$ cat src/acd_pkg.sv
// Shared types and constants for the argmax class debounce block.
package acd_pkg;

	localparam int unsigned NUM_CLASSES = 8;
	localparam logic [3:0]  CLASS_NONE  = 4'd15;
	localparam logic [7:0]  COUNT_MAX   = 8'd255;

	localparam logic [7:0]         REQ_RESET   = 8'd3;
	localparam logic signed [31:0] FLOOR_RESET = -32'sd65536000;
	localparam logic [3:0]         IDLE_RESET  = 4'd0;

	typedef enum logic [1:0] {
		REG_REQUIRED = 2'd0,
		REG_FLOOR    = 2'd1,
		REG_IDLE     = 2'd2
	} cfg_reg_t;

	typedef struct packed {
		logic signed [31:0] score;
		logic [3:0]         class_index;
		logic               frame_last;
		logic               frame_failed;
	} item_t;

	typedef struct packed {
		logic [3:0]         raw_class;
		logic signed [31:0] raw_score;
		logic [3:0]         stable_class;
		logic               gesture_event;
	} result_t;

	// frame close summary from the argmax stage to the debounce stage
	typedef struct packed {
		logic               close;
		logic [3:0]         detected;
		logic signed [31:0] win_score;
	} frame_t;

endpackage

$ cat src/argmax_class_debounce.sv
// Top level: frame argmax of class scores with consecutive-frame debounce.
//
//  channel | direction | handshake             | beat
//  item    | in        | item_valid/item_stall | score, class_index, frame_last, frame_failed
//  result  | out       | result_valid/stall    | raw_class, raw_score, stable_class, event
//  cfg     | in        | cfg_valid/cfg_ready   | cfg_index, cfg_data
//
// One item beat is taken every cycle unless item_stall holds it; each beat passes
// an input register and the compare/update logic before its result lands in a two-entry queue.
// A result is valid once the closing beat has passed the input register into the queue.
// Only a good frame close produces a result beat; other beats update state only.
// The item side stalls only while a closing beat waits on a full result queue.
// Reset restores the configuration defaults and clears the argmax and debounce state.
module argmax_class_debounce (
	input  logic             clk,
	input  logic             arst_n,
	input  logic             item_valid,
	output logic             item_stall,
	input  acd_pkg::item_t   item,
	output logic             result_valid,
	input  logic             result_stall,
	output acd_pkg::result_t result,
	input  logic             cfg_valid,
	output logic             cfg_ready,
	input  logic [1:0]       cfg_index,
	input  logic [31:0]      cfg_data
);
	import acd_pkg::*;

	logic [7:0]         required_q;
	logic signed [31:0] floor_q;
	logic [3:0]         idle_q;

	item_t   item_s1;
	logic    valid_s1;
	logic    go;
	logic    full;
	logic    push;
	frame_t  frame;
	result_t push_data;
	logic [3:0] stable_class;
	logic       gesture_event;

	assign cfg_ready = 1'b1;

	always_ff @(posedge clk or negedge arst_n) begin
		if (!arst_n) begin
			required_q <= REQ_RESET;
			floor_q    <= FLOOR_RESET;
			idle_q     <= IDLE_RESET;
		end else if (cfg_valid && cfg_ready) begin
			case (cfg_reg_t'(cfg_index))
				REG_REQUIRED: required_q <= cfg_data[7:0];
				REG_FLOOR:    floor_q    <= cfg_data;
				REG_IDLE:     idle_q     <= cfg_data[3:0];
				default:      ;
			endcase
		end
	end

	// hold the staged beat only when it would produce a result into a full queue
	assign go         = valid_s1 && !(frame.close && full);
	assign item_stall = valid_s1 && !go;
	assign push       = go && frame.close;

	always_ff @(posedge clk or negedge arst_n) begin
		if (!arst_n) begin
			valid_s1 <= 1'b0;
		end else if (!item_stall) begin
			valid_s1 <= item_valid;
		end
	end

	always_ff @(posedge clk) begin
		if (item_valid && !item_stall) begin
			item_s1 <= item;
		end
	end

	acd_argmax u_argmax (
		.clk     (clk),
		.arst_n  (arst_n),
		.go      (go),
		.item_s1 (item_s1),
		.floor   (floor_q),
		.frame   (frame)
	);

	acd_debounce u_debounce (
		.clk           (clk),
		.arst_n        (arst_n),
		.close         (push),
		.detected      (frame.detected),
		.required      (required_q),
		.idle_class    (idle_q),
		.stable_class  (stable_class),
		.gesture_event (gesture_event)
	);

	assign push_data.raw_class     = frame.detected;
	assign push_data.raw_score     = frame.win_score;
	assign push_data.stable_class  = stable_class;
	assign push_data.gesture_event = gesture_event;

	acd_out_queue u_out_queue (
		.clk          (clk),
		.arst_n       (arst_n),
		.push         (push),
		.push_data    (push_data),
		.full         (full),
		.result_valid (result_valid),
		.result_stall (result_stall),
		.result       (result)
	);

	a_stage_holds: assert property (@(posedge clk) disable iff (!arst_n)
		item_stall |=> valid_s1 && $stable(item_s1))
		else $error("staged item beat lost while stalled");

endmodule

$ cat src/acd_argmax.sv
// Running argmax over the scores of one frame.
module acd_argmax (
	input  logic                 clk,
	input  logic                 arst_n,
	input  logic                 go,
	input  acd_pkg::item_t       item_s1,
	input  logic signed [31:0]   floor,
	output acd_pkg::frame_t      frame
);
	import acd_pkg::*;

	logic signed [31:0] max_q;
	logic [3:0]         class_q;
	logic               in_range;
	logic signed [31:0] ref_score;
	logic               win;
	logic [3:0]         class_next;
	logic signed [31:0] max_next;

	assign in_range  = ({28'd0, item_s1.class_index} < NUM_CLASSES);
	// until a winner exists, compare with the live floor
	assign ref_score = (class_q == CLASS_NONE) ? floor : max_q;
	assign win       = in_range && (item_s1.score > ref_score);

	assign class_next = win ? item_s1.class_index : class_q;
	assign max_next   = win ? item_s1.score : max_q;

	assign frame.close     = item_s1.frame_last && !item_s1.frame_failed;
	assign frame.detected  = class_next;
	assign frame.win_score = (class_next == CLASS_NONE) ? floor : max_next;

	always_ff @(posedge clk or negedge arst_n) begin
		if (!arst_n) begin
			class_q <= CLASS_NONE;
			max_q   <= FLOOR_RESET;
		end else if (go) begin
			if (item_s1.frame_last) begin
				class_q <= CLASS_NONE;
				max_q   <= floor;
			end else begin
				class_q <= class_next;
				max_q   <= max_next;
			end
		end
	end

endmodule

$ cat src/acd_debounce.sv
// Consecutive-frame debounce of the frame argmax.
module acd_debounce (
	input  logic            clk,
	input  logic            arst_n,
	input  logic            close,
	input  logic [3:0]      detected,
	input  logic [7:0]      required,
	input  logic [3:0]      idle_class,
	output logic [3:0]      stable_class,
	output logic            gesture_event
);
	import acd_pkg::*;

	logic [3:0] cand_q;
	logic [3:0] confirmed_q;
	logic [7:0] run_q;
	logic [3:0] cand_next;
	logic [7:0] run_next;
	logic       confirm;

	always_comb begin
		if (detected == cand_q) begin
			cand_next = cand_q;
			run_next  = (run_q == COUNT_MAX) ? run_q : run_q + 8'd1;
		end else begin
			cand_next = detected;
			run_next  = 8'd1;
		end
	end

	assign confirm       = (run_next >= required) && (cand_next != confirmed_q);
	assign stable_class  = confirm ? cand_next : confirmed_q;
	assign gesture_event = confirm && (cand_next != idle_class) && (cand_next != CLASS_NONE);

	always_ff @(posedge clk or negedge arst_n) begin
		if (!arst_n) begin
			cand_q      <= CLASS_NONE;
			confirmed_q <= CLASS_NONE;
			run_q       <= 8'd0;
		end else if (close) begin
			cand_q      <= cand_next;
			run_q       <= run_next;
			confirmed_q <= stable_class;
		end
	end

	a_event_changes: assert property (@(posedge clk) disable iff (!arst_n)
		close && gesture_event |=> confirmed_q != $past(confirmed_q))
		else $error("event without a change of stable class");

endmodule

$ cat src/acd_out_queue.sv
// Two-entry result queue that decouples processing from the result stall.
module acd_out_queue (
	input  logic              clk,
	input  logic              arst_n,
	input  logic              push,
	input  acd_pkg::result_t  push_data,
	output logic              full,
	output logic              result_valid,
	input  logic              result_stall,
	output acd_pkg::result_t  result
);
	import acd_pkg::*;

	result_t    mem_q [2];
	logic       wr_q;
	logic       rd_q;
	logic [1:0] cnt_q;
	logic       pop;

	assign full         = (cnt_q == 2'd2);
	assign result_valid = (cnt_q != 2'd0);
	assign result       = mem_q[rd_q];
	assign pop          = result_valid && !result_stall;

	always_ff @(posedge clk) begin
		if (push) begin
			mem_q[wr_q] <= push_data;
		end
	end

	always_ff @(posedge clk or negedge arst_n) begin
		if (!arst_n) begin
			wr_q  <= 1'b0;
			rd_q  <= 1'b0;
			cnt_q <= 2'd0;
		end else begin
			if (push) begin
				wr_q <= ~wr_q;
			end
			if (pop) begin
				rd_q <= ~rd_q;
			end
			case ({push, pop})
				2'b10:   cnt_q <= cnt_q + 2'd1;
				2'b01:   cnt_q <= cnt_q - 2'd1;
				default: cnt_q <= cnt_q;
			endcase
		end
	end

	a_no_overflow: assert property (@(posedge clk) disable iff (!arst_n)
		push |-> !full)
		else $error("push into full result queue");

	a_cnt_range: assert property (@(posedge clk) disable iff (!arst_n)
		cnt_q != 2'd3)
		else $error("result queue count out of range");

endmodule
$ cat config.mk
export PLATFORM = sky130hd
export DESIGN_NAME = argmax_class_debounce
export DESIGN_NICKNAME = d
export VERILOG_FILES = /design/src/acd_pkg.sv /design/src/argmax_class_debounce.sv /design/src/acd_argmax.sv /design/src/acd_debounce.sv /design/src/acd_out_queue.sv
export SDC_FILE = /design/constraint.sdc
export NUM_CORES = 1
export LEC_CHECK = 0
export BUFFER_PORTS_ARGS = -buffer_cell sky130_fd_sc_hd__buf_2
export CAP_MARGIN = 15
export CORE_UTILIZATION = 64
export DETAILED_ROUTE_END_ITERATION = 8
export GPL_TIMING_DRIVEN = 0
export PLACE_DENSITY = 0.86
export SETUP_SLACK_MARGIN = 0.5
export SLEW_MARGIN = 30
export SYNTH_ARGS = -nofsm -noshare
export SYNTH_HDL_FRONTEND = slang
export SYNTH_SLANG_ARGS = --single-unit
$ cat constraint.sdc
create_clock -name clk -period 19.4 [get_ports clk]
set_clock_uncertainty 0.05 [all_clocks]
set_input_delay 0.97 -clock clk [delete_from_list [all_inputs] [get_ports clk]]
set_output_delay 0.97 -clock clk [all_outputs]
set_load 0.1 [all_outputs]
==> impl_metrics.ini, run 1 <==
[routing]
post_drt_wl_per_cell_um = 19.5
route.detailed.drc = 0
dr_total_vias = 8313
dr.pass1.iters = 5
ant_nets = 0
vias_per_cell = 6.22
drt_iter0_drc = 799
drt-total-wl_um = 26100

[synth]
syn_avg_cell_area_um2 = 11.5
syn_area_um2 = 10900
synth_warnings = 0
ys_async_sr_fraction = 0.457
syn-num-nets = 1072
ys_seq_elements = 221
synthCells = 953
synth_most_common_cell = nand2_1
synth_enable_flop_cells = 120
synth_area_leader_cell = edfxtp_1
synth_top_area_share = 0.330
synth_cell_types = 59
synth_seq_area_share = 0.564
yosys-top-cells-count = nand2_1 (129), edfxtp_1 (120), mux2_2 (81)
synth-main-ff-cell = edfxtp_1
synth.area.top_cells = edfxtp_1 (33%), dfrtp_1 (16%), mux2_2 (8.3%)

[power_and_ir_drop]
ir_drop_mv = 0.103
p_leak_nw = 5.31
powerDensity_nw_per_um2 = 180
total_power_mw = 2.27

[grt]
grt_max_degree = 62
overflow = 0
grt_usage = 0.302
antenna_found_initial = 0
grt_pass1_vias = 8136
grt_pass1_wl_um = 41600

[placement]
dp_slack_ns = 12.05
gp_congestion = 0.897
dp_hpwl_um = 17500
detailed_place.area_um2 = 11900
portBuffers = 119
placed_cells = 1295

[worst_setup_path]
required_ns = 19.61
regToRegStartpoint = u_argmax.class_q[1]
r2r_end = u_out_queue.mem_q[0][3]
reg2reg_slack_ns = 11.91
crit_path_end = u_out_queue.mem_q[0][3]
r2r_cells = 24
worstPathMaxFanout = 10
path_class = flip-flop to flip-flop
end_kind = flip-flop
setup.worst_path.start_class = flip-flop
critPathLaunch = u_argmax.class_q[1]
arrival_ns = 7.70

[timing]
rsz0062_at_grt = no
max_freq_ghz = 0.133
setup_tns_ns = 0
slew_headroom = 0.454
period_minus_slack_ns = 7.49
final-setup-viol-count = 0
hold_viol = 0
final_max_slew_viol_count = 0
worstMarginPinSlew_ns = 0.818
worst_slack_ns = 11.91
finalCritPeriodShare = 0.386

[clock_network]
htree_num_levels = 1
cts.sinks = 221
clockBufferDepth = 3
cts_tree = yes
cts.repair.resized = 0
insertion_delay_ns = 0.53
clkTransAtPathRegs_ns = 0.06
post-cts-setup-buffers = 0
cts_made_buffers = 23
cts-root-buf = clkbuf_16
postCtsHoldBufs = 0

[floorplanning]
die_w_um = 133
placementRows = 47
ios = 121
initial_utilization = 0.657
core_um2 = 16600
fp.dieH_um = 133
dieArea_um2 = 17600

[final_layout]
nNetsFinal = 1219
antennaDiodeCount = 0
drive_above_1_share = 0.260
fin_area_um2 = 12600
final_cells = 1337
syn_to_final_growth_pct = 15.3

[flow_run]
cap_violations = 0

[status]
outcome = completed

[worst_hold_path]
min_path_type = input pin to async pin
worst max-delay path: stages, from the launching register on:
cell      delay (ns)
dfstp_2         0.52
clkbuf_1        0.32
nand4_1         0.39
buf_1           0.46
mux2i_1         0.22
ha_1            0.32
a21oi_1         0.16
o21ai_0         0.13
a221oi_1        0.52
nor3_1          0.15
o31ai_1         0.66
a32oi_1         0.25
a311oi_4        0.66
nand3_2         0.19
nor2_1          0.15
ha_1            0.23
nand2b_1        0.14
a21o_1          0.18
a21o_1          0.16
a21o_1          0.17
a21o_1          0.18
a21o_1          0.19
a211o_1         0.36
nand2_1         0.11
mux2_2          0.36
layout make-up:
class	count	area (um2)
Multi-Input combinational cell	657	4490
Inverter	26	97.6
Fill cell	1075	4040
Sequential cell	221	6170
Buffer	49	196
Tap cell	220	275
Timing Repair Buffer	122	684
Clock buffer	29	608
Clock inverter	13	88.8
kinds of logic after synthesis:
kind of cell | Yosys count | synth area share
xor+xnor | 17 | 0.0136
flops | 221 | 0.564
mux | 113 | 0.113
other cells | 1 | 0.000343
buf+inv | 75 | 0.0269
fa+ha+maj | 42 | 0.0481
simple gates | 299 | 0.130
compound gates | 185 | 0.104
layout by cell type, fill, tap and decap left out, drive strengths merged, types with 3 or more instances in the layout:
cell type | Yosys | routed
a22oi | 4 | 4
nand2b | 5 | 5
nor2 | 64 | 64
nand3b | 4 | 4
nor3 | 5 | 5
o31ai | 7 | 7
dfrtp | 71 | 71
nand4 | 17 | 17
a21o | 7 | 7
nor2b | 3 | 3
nor4 | 5 | 5
and2 | 8 | 8
ha | 42 | 42
a21oi | 60 | 60
edfxtp | 120 | 120
clkinv | 0 | 10
xnor2 | 10 | 10
o211ai | 3 | 3
and3 | 38 | 38
xor2 | 7 | 7
buf | 14 | 136
o21ai | 48 | 48
a31oi | 37 | 37
nand2 | 129 | 129
mux2 | 81 | 81
clkbuf | 35 | 64
nand3 | 12 | 12
mux2i | 32 | 32
dfstp | 30 | 30
inv | 26 | 27
flip-flops by register name (all words and copies together) (netlist names):
| register | flops |
|---|---|
| u_out_queue.mem_q | 82 |
| item_s1 | 38 |
| floor_q | 32 |
| u_argmax.max_q | 32 |
| required_q | 8 |
| u_debounce.run_q | 8 |
| idle_q | 4 |
| u_argmax.class_q | 4 |
| u_debounce.cand_q | 4 |
| u_debounce.confirmed_q | 4 |
| u_out_queue.cnt_q | 2 |
| u_out_queue.rd_q | 1 |
| u_out_queue.wr_q | 1 |
| valid_s1 | 1 |
routing by layer:
metal	vias to the layer above	wire, um	GRT usage
met5	-	0	0
met4	0	855	0.100
met1	4061	10600	0.406
met3	64	1860	0.0402
met2	409	12800	0.513
li1	3779	-	-
per-stage QoR:
step,utilization,hold slack [ns]
2_1_floorplan,-,0.397
3_3_place_gp,0.709,0.415
3_5_place_dp,0.716,0.420
4_1_cts,0.757,0.318
5_1_grt,0.757,0.338
6_report,0.757,0.310
how the worst min path moves through the flow:
stage                         start              endpoint  slack [ns]  cells past startpoint
6_report                     arst_n   u_debounce.run_q[3]        0.31                      1
3_5_place_dp   u_out_queue.cnt_q[1]  u_out_queue.cnt_q[1]        0.42                      1
4_1_cts                      arst_n   u_debounce.run_q[3]        0.32                      1
2_1_floorplan  u_out_queue.cnt_q[1]  u_out_queue.cnt_q[1]        0.40                      1
3_3_place_gp   u_out_queue.cnt_q[1]  u_out_queue.cnt_q[1]        0.41                      1
5_1_grt                      arst_n    u_argmax.max_q[11]        0.34                      1
power breakdown:
| group | internal, mW | switching [mW] | leakage, nW |
|---|---|---|---|
| clock | 0.235 | 0.178 | 0.340 |
| sequential | 0.676 | 0.0725 | 2.30 |
| combinational | 0.333 | 0.777 | 2.66 |
No activity file was read; power rests on OpenSTA's default activity.
==> run 2, diff against run 1 <==
--- a/config.mk
+++ b/config.mk
@@ -7,10 +7,10 @@
 export LEC_CHECK = 0
 export BUFFER_PORTS_ARGS = -buffer_cell sky130_fd_sc_hd__buf_2
 export CAP_MARGIN = 15
-export CORE_UTILIZATION = 64
+export CORE_UTILIZATION = 53
 export DETAILED_ROUTE_END_ITERATION = 8
 export GPL_TIMING_DRIVEN = 0
-export PLACE_DENSITY = 0.86
+export PLACE_DENSITY = 0.76
 export SETUP_SLACK_MARGIN = 0.5
 export SLEW_MARGIN = 30
 export SYNTH_ARGS = -nofsm -noshare
==> constraint.sdc (replaced) <==
create_clock -name clk -period 6.8 [get_ports clk]
set_clock_uncertainty 0.05 [all_clocks]
set_input_delay 0.34 -clock clk [delete_from_list [all_inputs] [get_ports clk]]
set_output_delay 0.34 -clock clk [all_outputs]
set_load 0.1 [all_outputs]
==> run 2 against run 1 <==
Net effect: cell area grew 7.1%; global-route usage shrank 4.4 points; setup slack lost 11 ns; hold slack lost 0.29 ns; clock-buffer cell count grew 2; largest power group unchanged.
==> impl_metrics.ini, run 2 (same netlist as run 1, synthesis figures left out) <==
[timing]
slew_headroom = 0.481
worstMarginPinSlew_ns = 0.775
rsz0062_at_grt = no
period_minus_slack_ns = 6.14
final_max_slew_viol_count = 0
final-setup-viol-count = 0
setup_tns_ns = 0
finalCritPeriodShare = 0.903
worst_slack_ns = 0.661
hold_viol = 0
max_freq_ghz = 0.163

[routing]
route.detailed.drc = 0
ant_nets = 0
dr.pass1.iters = 5
drt-total-wl_um = 27300
drt_iter0_drc = 577
post_drt_wl_per_cell_um = 18.8
vias_per_cell = 5.82
dr_total_vias = 8458

[worst_setup_path]
arrival_ns = 6.34
cpMostUsedCell = a21o_1
crit_slowest_cell = dfstp_2
path_class = flip-flop to flip-flop
end_kind = flip-flop
critPathBufInv = 4
required_ns = 7.00
reg2reg_slack_ns = 0.66
cp_slowest_stage_delay_ns = 0.52
setup.worst_path.start_class = flip-flop
crit_family = compound AO/OA/AOI/OAI gates
worstPathMaxFanout = 10

[placement]
gp_congestion = 0.859
portBuffers = 119
detailed_place.area_um2 = 11900
dp_slack_ns = -0.483
dp_hpwl_um = 17800

[worst_hold_path]
min_path_type = input pin to flip-flop

[flow_run]
cap_violations = 0

[power_and_ir_drop]
p_leak_nw = 5.66
powerDensity_nw_per_um2 = 506
total_power_mw = 6.84
ir_drop_mv = 0.265

[clock_network]
cts_tree = yes
clkTransAtPathRegs_ns = 0.06
cts_made_buffers = 24
htree_num_levels = 1
clockBufferDepth = 3
cts-root-buf = clkbuf_16
cts.sinks = 221
insertion_delay_ns = 0.52

[final_layout]
mostFrequentLayoutCell = nand2_1
top_regs = u_out_queue.mem_q: 82 flops, item_s1: 38 flops
drive_above_1_share = 0.280
fin_area_um2 = 13500
largest_register_ffs = 82
fill_cells = 1516
syn_to_final_growth_pct = 23.5
regMostFlops = u_out_queue.mem_q
nNetsFinal = 1285
antennaDiodeCount = 0
layout_common_cells = nand2_1 (128), buf_2 (125), edfxtp_1 (120)

[grt]
grt_max_degree = 53
grt_pass1_vias = 8520
grt_usage = 0.258
grt_pass1_wl_um = 43300
overflow = 0
antenna_found_initial = 0

[floorplanning]
core_um2 = 20200
ios = 121
initial_utilization = 0.540
placementRows = 52
fp.dieH_um = 146
dieArea_um2 = 21200
die_w_um = 146

[status]
outcome = completed
[run 2: cell count changes in the layout (fill, tap and decap cells not counted), moves of 3 or more]
cell           before  now
dlygate4sd3_1       0   44
o31ai_1             6    3
nor4_4              0    4
clkbuf_1           40   36
buf_6               1    5
buf_1               6    3
buf_4               1   22
clkinvlp_4          1    4
[run 2: worst paths after layout]
path | start | cells past startpoint | end
max in group asynchronous | arst_n | 3 | u_argmax.max_q[31]
hold / removal | item_valid | 2 | valid_s1
setup / recovery | u_argmax.class_q[1] | 26 | u_out_queue.mem_q[1][3]
setup reg to reg | u_argmax.class_q[1] | 26 | u_out_queue.mem_q[1][3]
min in group asynchronous | arst_n | 2 | u_debounce.run_q[5]
hold reg to reg | u_out_queue.cnt_q[1] | 1 | u_out_queue.cnt_q[1]
[run 2: stage by stage]
stage / cells / util / hold slack [ns]
finish: 1454 / 0.667 / 0.0151
global route: 1454 / 0.667 / 0.00853
CTS: 1441 / 0.658 / 0.00185
detailed placement: 1344 / 0.590 / 0.269
global placement: 1342 / 0.586 / 0.417
floorplan: 953 / - / -0.00559
[run 2: area by class of cell]
cell class                      count  area [um2]  share of cell area
Multi-Input combinational cell    657        4630               0.343
Sequential cell                   221        6170               0.457
Inverter                           26        97.6             0.00723
Buffer                             49         226              0.0168
Clock buffer                       31         678              0.0502
Tap cell                          270         338              0.0250
Timing Repair Buffer              187        1270              0.0938
Clock inverter                     13        93.8             0.00695
[run 2: layer usage]
layer | vias up | global-route usage | share of wire
li1 | 3906 | - | -
met1 | 4163 | 0.335 | 0.42
met2 | 326 | 0.430 | 0.48
met3 | 63 | 0.0502 | 0.064
met4 | 0 | 0.101 | 0.034
met5 | - | 0 | 0
[run 2: where the power goes]
group          total, mW  leakage [nW]  internal, mW  switching [mW]
clock network       1.26         0.367         0.739           0.518
registers           2.14          2.30          1.93           0.208
logic               3.44          2.99          1.13            2.31
[run 2: what timing repair did]
| item | CTS | global route |
|---|---|---|
| hold buffers | 44 | 0 |
| resized for setup | 16 | 24 |
| buffers inserted | 9 | 13 |
| endpoints found under the setup margin | 14 | 14 |
| hold endpoints to repair | 68 | 0 |
| pin swaps | 6 | 16 |
